==> src/hdl/ifd_pkg.sv <==
`timescale 1ns / 1ps
// ----------------------------------------------------------------------------
// ifd_pkg
// Shared types, register codes, thresholds and helpers of the IMU fall
// detector.
// ----------------------------------------------------------------------------
package ifd_pkg;

  localparam int NUM_AXES            = 6;
  localparam int QUEUE_DEPTH_DEFAULT = 8;
  localparam int FRONT_STAGES        = 3;

  typedef enum logic [2:0] {
    REG_ACCEL_OFFSET_X = 3'd0,
    REG_ACCEL_OFFSET_Y = 3'd1,
    REG_ACCEL_OFFSET_Z = 3'd2,
    REG_GYRO_OFFSET_X  = 3'd3,
    REG_GYRO_OFFSET_Y  = 3'd4,
    REG_GYRO_OFFSET_Z  = 3'd5,
    REG_STAGE_WINDOW   = 3'd6,
    REG_SETTLE_DELAY   = 3'd7
  } reg_index_t;

  localparam logic [15:0] ACCEL_OFFSET_X_RESET = 16'd2050;
  localparam logic [15:0] ACCEL_OFFSET_Y_RESET = 16'd77;
  localparam logic [15:0] ACCEL_OFFSET_Z_RESET = 16'd1947;
  localparam logic [15:0] GYRO_OFFSET_X_RESET  = 16'hFEF2;  // -270
  localparam logic [15:0] GYRO_OFFSET_Y_RESET  = 16'd351;
  localparam logic [15:0] GYRO_OFFSET_Z_RESET  = 16'hFF78;  // -136
  localparam logic [7:0]  STAGE_WINDOW_RESET   = 8'd6;
  localparam logic [7:0]  SETTLE_DELAY_RESET   = 8'd10;

  // Squared thresholds on the sum of three squared axis differences.
  localparam logic [33:0] ACC_LOW_SQ   = 34'd24159191;
  localparam logic [33:0] ACC_HIGH_SQ  = 34'd386547057;
  localparam logic [33:0] GYR_MIN_SQ   = 34'd15461411;
  localparam logic [33:0] GYR_MAX_SQ   = 34'd2762455839;
  localparam logic [33:0] GYR_STILL_SQ = 34'd2078700;

  typedef struct packed {
    logic [NUM_AXES-1:0][15:0] offset;
    logic [7:0]                stage_window;
    logic [7:0]                settle_delay;
  } cfg_t;

  typedef struct packed {
    logic acc_low;
    logic acc_high;
    logic swing;
    logic still;
  } class_t;

  function automatic logic [31:0] square17(input logic signed [16:0] d);
    logic signed [33:0] w;
    w = 34'(d) * 34'(d);
    return w[31:0];
  endfunction

endpackage

==> src/hdl/ifd_sample_if.sv <==
`timescale 1ns / 1ps
// ----------------------------------------------------------------------------
// ifd_sample_if
// Valid/ready channel carrying one raw six-axis sample per transaction.
// ----------------------------------------------------------------------------
interface ifd_sample_if;
  logic               valid;
  logic               ready;
  logic signed [15:0] accel_x;
  logic signed [15:0] accel_y;
  logic signed [15:0] accel_z;
  logic signed [15:0] gyro_x;
  logic signed [15:0] gyro_y;
  logic signed [15:0] gyro_z;

  modport source (output valid, accel_x, accel_y, accel_z, gyro_x, gyro_y, gyro_z,
                  input ready);
  modport sink (input valid, accel_x, accel_y, accel_z, gyro_x, gyro_y, gyro_z,
                output ready);
endinterface

==> src/hdl/ifd_result_if.sv <==
`timescale 1ns / 1ps
// ----------------------------------------------------------------------------
// ifd_result_if
// Valid/ready channel carrying the detector flags of one sample per
// transaction.
// ----------------------------------------------------------------------------
interface ifd_result_if;
  logic valid;
  logic ready;
  logic fall_detected;
  logic free_fall_active;
  logic impact_active;
  logic settle_active;

  modport source (output valid, fall_detected, free_fall_active, impact_active,
                  settle_active, input ready);
  modport sink (input valid, fall_detected, free_fall_active, impact_active,
                settle_active, output ready);
endinterface

==> src/hdl/imu_fall_detector_core.sv <==
`timescale 1ns / 1ps
// ----------------------------------------------------------------------------
// imu_fall_detector_core
// Three-stage fall detector on calibrated six-axis IMU samples.
//
// samples: one raw sample per transaction (valid/ready).
// result:  one transaction per sample with the latched fall flag and the
//          free-fall, impact and settle stage flags after that sample.
// wr_en/wr_index/wr_data: calibration offsets, stage window and settle delay;
//          write only while no sample is in flight.
// Path: with the queue empty, a sample passes the 3 classifier registers, the
// first loaded on the accepting edge, then the queue and the output register
// before result valid.
// Throughput: one sample per cycle while samples.ready is high; the sequencer
// updates the stages on every pop, and the classifier is fully pipelined.
// samples.ready is credit based: it drops when queued plus in-flight samples
// fill the QUEUE_DEPTH-entry queue, so a stalled result side backs up there.
// Reset clears all stage state, empties the queue, clears the output valid
// bit, and reloads the register defaults.
// ----------------------------------------------------------------------------
module imu_fall_detector_core
  import ifd_pkg::*;
#(
  parameter int QUEUE_DEPTH = QUEUE_DEPTH_DEFAULT
) (
  input  logic          clk,
  input  logic          rst,
  ifd_sample_if.sink    samples,
  ifd_result_if.source  result,
  input  logic          wr_en,
  input  logic [2:0]    wr_index,
  input  logic [15:0]   wr_data
);

  localparam int CW = $clog2(QUEUE_DEPTH + 1);

  cfg_t                        cfg;
  logic                        take;
  logic [NUM_AXES-1:0][15:0]   axis;
  logic                        push, pop, empty;
  class_t                      push_class, head;
  logic [1:0]                  inflight;
  logic [CW-1:0]               count;
  logic [CW+1:0]               occupancy;

  always_ff @(posedge clk) begin
    if (rst) begin
      cfg.offset[0]    <= ACCEL_OFFSET_X_RESET;
      cfg.offset[1]    <= ACCEL_OFFSET_Y_RESET;
      cfg.offset[2]    <= ACCEL_OFFSET_Z_RESET;
      cfg.offset[3]    <= GYRO_OFFSET_X_RESET;
      cfg.offset[4]    <= GYRO_OFFSET_Y_RESET;
      cfg.offset[5]    <= GYRO_OFFSET_Z_RESET;
      cfg.stage_window <= STAGE_WINDOW_RESET;
      cfg.settle_delay <= SETTLE_DELAY_RESET;
    end else if (wr_en) begin
      unique case (reg_index_t'(wr_index))
        REG_ACCEL_OFFSET_X: cfg.offset[0]    <= wr_data;
        REG_ACCEL_OFFSET_Y: cfg.offset[1]    <= wr_data;
        REG_ACCEL_OFFSET_Z: cfg.offset[2]    <= wr_data;
        REG_GYRO_OFFSET_X:  cfg.offset[3]    <= wr_data;
        REG_GYRO_OFFSET_Y:  cfg.offset[4]    <= wr_data;
        REG_GYRO_OFFSET_Z:  cfg.offset[5]    <= wr_data;
        REG_STAGE_WINDOW:   cfg.stage_window <= wr_data[7:0];
        REG_SETTLE_DELAY:   cfg.settle_delay <= wr_data[7:0];
        default: ;
      endcase
    end
  end

  assign axis[0] = samples.accel_x;
  assign axis[1] = samples.accel_y;
  assign axis[2] = samples.accel_z;
  assign axis[3] = samples.gyro_x;
  assign axis[4] = samples.gyro_y;
  assign axis[5] = samples.gyro_z;

  assign occupancy     = (CW+2)'(count) + (CW+2)'(inflight);
  assign samples.ready = !rst && (occupancy < (CW+2)'(QUEUE_DEPTH));
  assign take          = samples.valid && samples.ready;

  ifd_front u_front (
    .clk        (clk),
    .rst        (rst),
    .cfg        (cfg),
    .take       (take),
    .axis       (axis),
    .push       (push),
    .push_class (push_class),
    .inflight   (inflight)
  );

  ifd_queue #(.DEPTH(QUEUE_DEPTH)) u_queue (
    .clk        (clk),
    .rst        (rst),
    .push       (push),
    .push_class (push_class),
    .pop        (pop),
    .head       (head),
    .empty      (empty),
    .count      (count)
  );

  ifd_back u_back (
    .clk    (clk),
    .rst    (rst),
    .cfg    (cfg),
    .avail  (!empty),
    .head   (head),
    .pop    (pop),
    .result (result)
  );

  a_no_overrun: assert property (@(posedge clk) disable iff (rst)
    push && !pop |-> count < CW'(QUEUE_DEPTH))
    else $error("queue overrun");

  a_pop_needs_data: assert property (@(posedge clk) disable iff (rst)
    pop |-> !empty)
    else $error("pop from empty queue");

  a_fall_sticky: assert property (@(posedge clk) disable iff (rst)
    result.valid && result.fall_detected |=> !result.valid || result.fall_detected)
    else $error("fall flag dropped");

  a_stage_exclusive: assert property (@(posedge clk) disable iff (rst)
    result.valid |-> !(result.free_fall_active && result.impact_active))
    else $error("free fall and impact both active");

endmodule

==> src/hdl/ifd_front.sv <==
`timescale 1ns / 1ps
// ----------------------------------------------------------------------------
// ifd_front
// Three-stage classifier: offset subtract, square, sum; the sums are compared
// against the squared thresholds and pushed to the queue.
// ----------------------------------------------------------------------------
module ifd_front
  import ifd_pkg::*;
(
  input  logic         clk,
  input  logic         rst,
  input  cfg_t         cfg,
  input  logic         take,
  input  logic [NUM_AXES-1:0][15:0] axis,
  output logic         push,
  output class_t       push_class,
  output logic [1:0]   inflight
);

  logic                       s1_valid, s2_valid, s3_valid;
  logic signed [16:0]         diff [NUM_AXES];
  logic [31:0]                sq   [NUM_AXES];
  logic [33:0]                acc_sum, gyr_sum;

  always_ff @(posedge clk) begin
    if (rst) begin
      s1_valid <= 1'b0;
      s2_valid <= 1'b0;
      s3_valid <= 1'b0;
    end else begin
      s1_valid <= take;
      s2_valid <= s1_valid;
      s3_valid <= s2_valid;
    end
  end

  always_ff @(posedge clk) begin
    for (int i = 0; i < NUM_AXES; i++) begin
      diff[i] <= $signed({axis[i][15], axis[i]}) - $signed({cfg.offset[i][15], cfg.offset[i]});
      sq[i]   <= square17(diff[i]);
    end
    acc_sum <= 34'(sq[0]) + 34'(sq[1]) + 34'(sq[2]);
    gyr_sum <= 34'(sq[3]) + 34'(sq[4]) + 34'(sq[5]);
  end

  always_comb begin
    push_class.acc_low  = acc_sum <= ACC_LOW_SQ;
    push_class.acc_high = acc_sum >= ACC_HIGH_SQ;
    push_class.swing    = (gyr_sum >= GYR_MIN_SQ) && (gyr_sum <= GYR_MAX_SQ);
    push_class.still    = gyr_sum <= GYR_STILL_SQ;
  end

  assign push     = s3_valid;
  assign inflight = 2'(s1_valid) + 2'(s2_valid) + 2'(s3_valid);

endmodule

==> src/hdl/ifd_queue.sv <==
`timescale 1ns / 1ps
// ----------------------------------------------------------------------------
// ifd_queue
// Small FIFO of classified samples between the front and the back.
// ----------------------------------------------------------------------------
module ifd_queue
  import ifd_pkg::*;
#(
  parameter int DEPTH = QUEUE_DEPTH_DEFAULT
) (
  input  logic                       clk,
  input  logic                       rst,
  input  logic                       push,
  input  class_t                     push_class,
  input  logic                       pop,
  output class_t                     head,
  output logic                       empty,
  output logic [$clog2(DEPTH+1)-1:0] count
);

  localparam int PW = $clog2(DEPTH);

  class_t          entry [DEPTH];
  logic [PW-1:0]   wr_ptr, rd_ptr;

  always_ff @(posedge clk) begin
    if (rst) begin
      wr_ptr <= '0;
      rd_ptr <= '0;
      count  <= '0;
    end else begin
      if (push) begin
        wr_ptr <= (wr_ptr == PW'(DEPTH - 1)) ? '0 : wr_ptr + 1'b1;
      end
      if (pop) begin
        rd_ptr <= (rd_ptr == PW'(DEPTH - 1)) ? '0 : rd_ptr + 1'b1;
      end
      if (push && !pop) begin
        count <= count + 1'b1;
      end else if (pop && !push) begin
        count <= count - 1'b1;
      end
    end
  end

  always_ff @(posedge clk) begin
    if (push) begin
      entry[wr_ptr] <= push_class;
    end
  end

  assign head  = entry[rd_ptr];
  assign empty = (count == '0);

endmodule

==> src/hdl/ifd_back.sv <==
`timescale 1ns / 1ps
// ----------------------------------------------------------------------------
// ifd_back
// Stage sequencer: advances free fall, impact and settle per classified
// sample and holds the result in an output register.
// ----------------------------------------------------------------------------
module ifd_back
  import ifd_pkg::*;
(
  input  logic               clk,
  input  logic               rst,
  input  cfg_t               cfg,
  input  logic               avail,
  input  class_t             head,
  output logic               pop,
  ifd_result_if.source       result
);

  logic       ff_flag, imp_flag, st_flag, latch;
  logic [7:0] ff_count, imp_count, st_count;
  logic       ff_flag_next, imp_flag_next, st_flag_next, latch_next;
  logic [7:0] ff_count_next, imp_count_next, st_count_next;
  logic       out_valid;

  assign pop = avail && (!out_valid || result.ready);

  always_comb begin
    ff_flag_next   = ff_flag;
    imp_flag_next  = imp_flag;
    st_flag_next   = st_flag;
    latch_next     = latch;
    ff_count_next  = ff_count;
    imp_count_next = imp_count;
    st_count_next  = st_count;

    if (head.acc_low && !imp_flag_next) begin
      ff_flag_next = 1'b1;
    end
    if (ff_flag_next) begin
      ff_count_next = ff_count_next + 8'd1;
      if (head.acc_high) begin
        imp_flag_next = 1'b1;
        ff_flag_next  = 1'b0;
        ff_count_next = '0;
      end
    end
    if (imp_flag_next) begin
      imp_count_next = imp_count_next + 8'd1;
      if (head.swing) begin
        st_flag_next   = 1'b1;
        imp_flag_next  = 1'b0;
        imp_count_next = '0;
      end
    end
    if (st_flag_next) begin
      st_count_next = st_count_next + 8'd1;
      if (st_count_next >= cfg.settle_delay) begin
        if (head.still) begin
          latch_next = 1'b1;
        end
        st_flag_next  = 1'b0;
        st_count_next = '0;
      end
    end
    if (!latch_next) begin
      if (imp_count_next >= cfg.stage_window) begin
        imp_flag_next  = 1'b0;
        imp_count_next = '0;
      end
      if (ff_count_next >= cfg.stage_window) begin
        ff_flag_next  = 1'b0;
        ff_count_next = '0;
      end
    end
  end

  always_ff @(posedge clk) begin
    if (rst) begin
      ff_flag   <= 1'b0;
      imp_flag  <= 1'b0;
      st_flag   <= 1'b0;
      latch     <= 1'b0;
      ff_count  <= '0;
      imp_count <= '0;
      st_count  <= '0;
      out_valid <= 1'b0;
    end else begin
      if (pop) begin
        ff_flag   <= ff_flag_next;
        imp_flag  <= imp_flag_next;
        st_flag   <= st_flag_next;
        latch     <= latch_next;
        ff_count  <= ff_count_next;
        imp_count <= imp_count_next;
        st_count  <= st_count_next;
        out_valid <= 1'b1;
      end else if (result.ready) begin
        out_valid <= 1'b0;
      end
    end
  end

  always_ff @(posedge clk) begin
    if (pop) begin
      result.fall_detected    <= latch_next;
      result.free_fall_active <= ff_flag_next;
      result.impact_active    <= imp_flag_next;
      result.settle_active    <= st_flag_next;
    end
  end

  assign result.valid = out_valid;

endmodule

==> src/flat_wrapper.sv <==
// flat-port wrapper written by rule: the top's interface ports become plain ports
module imu_fall_detector_core_flat import ifd_pkg::*;
#(
  parameter int QUEUE_DEPTH = QUEUE_DEPTH_DEFAULT
)
  (clk, rst, wr_en, wr_index, wr_data, samples_valid, samples_accel_x, samples_accel_y, samples_accel_z, samples_gyro_x, samples_gyro_y, samples_gyro_z, samples_ready, result_valid, result_fall_detected, result_free_fall_active, result_impact_active, result_settle_active, result_ready);
  ifd_sample_if samples_i ();
  ifd_result_if result_i ();
  input  logic clk;
  input  logic rst;
  input  logic wr_en;
  input  logic [2:0] wr_index;
  input  logic [15:0] wr_data;
  input wire logic [$bits(samples_i.valid)-1:0] samples_valid;
  input wire logic [$bits(samples_i.accel_x)-1:0] samples_accel_x;
  input wire logic [$bits(samples_i.accel_y)-1:0] samples_accel_y;
  input wire logic [$bits(samples_i.accel_z)-1:0] samples_accel_z;
  input wire logic [$bits(samples_i.gyro_x)-1:0] samples_gyro_x;
  input wire logic [$bits(samples_i.gyro_y)-1:0] samples_gyro_y;
  input wire logic [$bits(samples_i.gyro_z)-1:0] samples_gyro_z;
  output wire logic [$bits(samples_i.ready)-1:0] samples_ready;
  output wire logic [$bits(result_i.valid)-1:0] result_valid;
  output wire logic [$bits(result_i.fall_detected)-1:0] result_fall_detected;
  output wire logic [$bits(result_i.free_fall_active)-1:0] result_free_fall_active;
  output wire logic [$bits(result_i.impact_active)-1:0] result_impact_active;
  output wire logic [$bits(result_i.settle_active)-1:0] result_settle_active;
  input wire logic [$bits(result_i.ready)-1:0] result_ready;
  assign samples_i.valid = samples_valid;
  assign samples_i.accel_x = samples_accel_x;
  assign samples_i.accel_y = samples_accel_y;
  assign samples_i.accel_z = samples_accel_z;
  assign samples_i.gyro_x = samples_gyro_x;
  assign samples_i.gyro_y = samples_gyro_y;
  assign samples_i.gyro_z = samples_gyro_z;
  assign samples_ready = samples_i.ready;
  assign result_valid = result_i.valid;
  assign result_fall_detected = result_i.fall_detected;
  assign result_free_fall_active = result_i.free_fall_active;
  assign result_impact_active = result_i.impact_active;
  assign result_settle_active = result_i.settle_active;
  assign result_i.ready = result_ready;
  imu_fall_detector_core #(.QUEUE_DEPTH(QUEUE_DEPTH)) u_core (.clk(clk), .rst(rst), .samples(samples_i), .result(result_i), .wr_en(wr_en), .wr_index(wr_index), .wr_data(wr_data));
endmodule
==> config.mk <==
export PLATFORM = sky130hd
export DESIGN_NAME = imu_fall_detector_core_flat
export DESIGN_NICKNAME = d
export VERILOG_FILES = /design/src/hdl/ifd_pkg.sv /design/src/hdl/ifd_sample_if.sv /design/src/hdl/ifd_result_if.sv /design/src/hdl/imu_fall_detector_core.sv /design/src/hdl/ifd_front.sv /design/src/hdl/ifd_queue.sv /design/src/hdl/ifd_back.sv /design/src/flat_wrapper.sv
export SDC_FILE = /design/constraint.sdc
export NUM_CORES = 2
export LEC_CHECK = 0
export ABC_CLOCK_PERIOD_IN_PS = 9400
export BUFFER_PORTS_ARGS = -buffer_cell sky130_fd_sc_hd__buf_2
export CORE_ASPECT_RATIO = 1.2
export CORE_MARGIN = 2
export CORE_UTILIZATION = 48
export DETAILED_ROUTE_END_ITERATION = 7
export GPL_TIMING_DRIVEN = 0
export PLACE_DENSITY_LB_ADDON = 0.05
export SLEW_MARGIN = 15
export SYNTH_ARGS = -nofsm -noshare
export SYNTH_HDL_FRONTEND = slang
export SYNTH_SLANG_ARGS = --single-unit
==> constraint.sdc <==
create_clock -name clk -period 9.4 [get_ports clk]
set_input_delay 2.35 -clock clk [delete_from_list [all_inputs] [get_ports clk]]
set_output_delay 2.35 -clock clk [all_outputs]
set_load 0.005 [all_outputs]
==> reports/results.ini <==
[run_status]
outcome = completed

[cells_and_area]
final_cell_mix = inv_1, fa_1, nand2_1, ha_1, dfxtp_1
mostFrequentLayoutCell = inv_1
final_nets = 11131
drive_above_1_share_pct = 3.48
flow.area_growth_from_synthesis_pct = 7.14

[critical_path]
crit_family = adder cells
worstSetupStartpointType = flop
arrival_ns = 8.66
cp_max_fo = 10
worstPathRequired_ns = 9.85
rrSetupSlack_ns = 1.18
crit_slowest_cell = a2111oi_0
path_depth = 25
timing.critical_path.buf_inv = 8
worstSetupPathType = reg -> reg
endpoint_kind = flop
max_stage_delay_ns = 0.75
crit_path_frequent_cell = fa_1
worst_r2r_path_depth = 25

[cts]
cts_resized = 0
cts_root_buf = clkbuf_16
ctsHoldBuffers = 0
cts_made_buffers = 66
cts_tree = built
cts_setup_buffers = 0
htree_levels = 3
worstSkewPairLatency_ns = 0.65
clkTransAtPathRegs_ns = 0.06
cts_sinks = 549
clockBufferDepth = 3

[min_path]
hold_depth = 0
hold_path_class = reg -> reg

[timing]
rsz0062_at_grt = false
slew-limit-headroom_pct = 18.9
finalSetupViolations = 0
hold_violations = 0
fin_skew_ns = 0.0343
worst-slew-pin-transition_ns = 1.22
post-route-period-util_pct = 87.4
fmaxAchievable_ghz = 0.122
final.setup.worst_slack_ns = 1.18
period_needed_ns = 8.22
report.final.slew_viol_count = 0
finalSetupTns_ns = 0

[grt]
antenna_found_initial = 20
overflow = 0
gr-usage-all-layers_pct = 26.7
grt_max_degree = 16
grt_first_pass_wirelength_mm = 347
grt_pass1_vias = 61873

[synth]
synth_ff_type = dfxtp_1
ys_ff_latch = 549
async_flop_share_pct = 0
syn_area_per_cell_um2 = 9.44
syn_inst = 8522
synthDistinctLibCells = 88
syn_area_mm2 = 0.0805
ys_seq_area_share_pct = 14.1
synth_edf_count = 36
synth_warnings = 0

[floorplan]
fp.dieW_um = 378
start_util_pct = 48.4
rows = 164
core_mm2 = 0.166
ios = 126
fp.dieArea_mm2 = 0.171
fp.dieH_um = 453

[place]
port-buffer-count = 114
gp_congestion = 0.905
hpwl_mm = 188
post-place-ws_ns = 1.15

[routing]
ant_nets = 0
dr.pass1.iters = 5
vias_per_cell = 5.07
drt_first_iter_violations = 2781
wl_per_cell_um = 19.9
routed_wl_mm = 219
via_count = 55806
drc_errors = 0

[flow_run]
drv_cap = 0

[area by class of cell]
cell class | instances | area [µm²]
Fill cell | 15662 | 80200
Multi-Input combinational cell | 5594 | 60200
Sequential cell | 549 | 11400
Inverter | 2193 | 8230
Tap cell | 2241 | 2800
Clock buffer | 91 | 1930
Buffer | 191 | 732
Timing Repair Buffer | 115 | 582
Clock inverter | 30 | 359
Antenna cell | 13 | 32.5
[layer usage]
layer / part of all wire (%) / vias to the layer above / GRT usage, %
li1: - / 26175 / -
met5: 0.0087 / - / 0
met1: 39 / 28280 / 32.1
met3: 3.9 / 323 / 2.37
met2: 53 / 1026 / 49.5
met4: 3.8 / 2 / 9.41
[kinds of logic after synthesis]
family	synth area share, %
and+or+nand+nor	11.6
other	0.00466
xor gates and xnor gates	4.53
adders and majority gates	50.8
AOI/OAI and AO/OA	7.32
muxes	0.552
buffers and inverters	11.1
DFF	14.1
[flip-flops by register name, indices dropped and copies added (netlist names), 3 cells and up, named ones only]
signal                   flops
u_core.u_front.diff        102
u_core.u_queue.rd_ptr        3
u_core.u_front.acc_sum      34
u_core.u_back.ff_count       8
u_core.cfg                 112
u_core.u_back.imp_count      8
u_core.u_back.st_count       8
u_core.u_front.gyr_sum      34
u_core.u_queue.count         4
u_core.u_front.sq          186
u_core.u_queue.wr_ptr        3
u_core.u_queue.entry        32
[path summary, 6_finish.rpt]
path / startpoint / to
worst max-delay path: u_core.u_front.diff[5][5] / u_core.u_front.sq[5][31]
worst min-delay path: u_core.u_front.diff[3][0] / u_core.u_front.sq[3][0]
worst max register to register: u_core.u_front.diff[5][5] / u_core.u_front.sq[5][31]
worst min register to register: u_core.u_front.diff[3][0] / u_core.u_front.sq[3][0]
[synth_stat cells, types with 17 or more instances]
cell type | n | area, µm²
edfxtp_1 | 36 | 1080
a211o_1 | 39 | 342
clkbuf_1 | 180 | 676
o21a_1 | 42 | 315
a31oi_1 | 26 | 163
and3_1 | 43 | 269
nor2b_1 | 125 | 782
nand3b_1 | 23 | 173
dfxtp_1 | 513 | 10300
xnor2_1 | 317 | 2780
xor2_1 | 99 | 867
inv_1 | 2192 | 8230
o21ai_0 | 154 | 771
o21bai_1 | 26 | 195
fa_1 | 1606 | 32200
a31o_2 | 19 | 166
nand2b_1 | 74 | 463
a211oi_1 | 33 | 248
or3_1 | 19 | 119
nand4_1 | 25 | 156
a21oi_1 | 287 | 1440
nor2_1 | 353 | 1330
nor3_1 | 70 | 350
a21o_1 | 111 | 833
and2_1 | 337 | 2110
nand2_1 | 735 | 2760
ha_1 | 695 | 8700
mux2i_1 | 17 | 170
nand3_1 | 81 | 405
[per-stage QoR]
stage,hold WS (ns),cell area [µm²],utilization [%],cells
CTS,0.379,86200,51.8,11004
global placement,0.370,83900,50.4,10882
finish,0.374,86200,51.8,11017
floorplan,0.347,80500,-,8527
detailed placement,0.368,83900,50.4,10883
global route,0.383,86200,51.8,11005
Power is not shown: default switching activity piles up to over one toggle a cycle in this logic, so the estimate is an artifact.
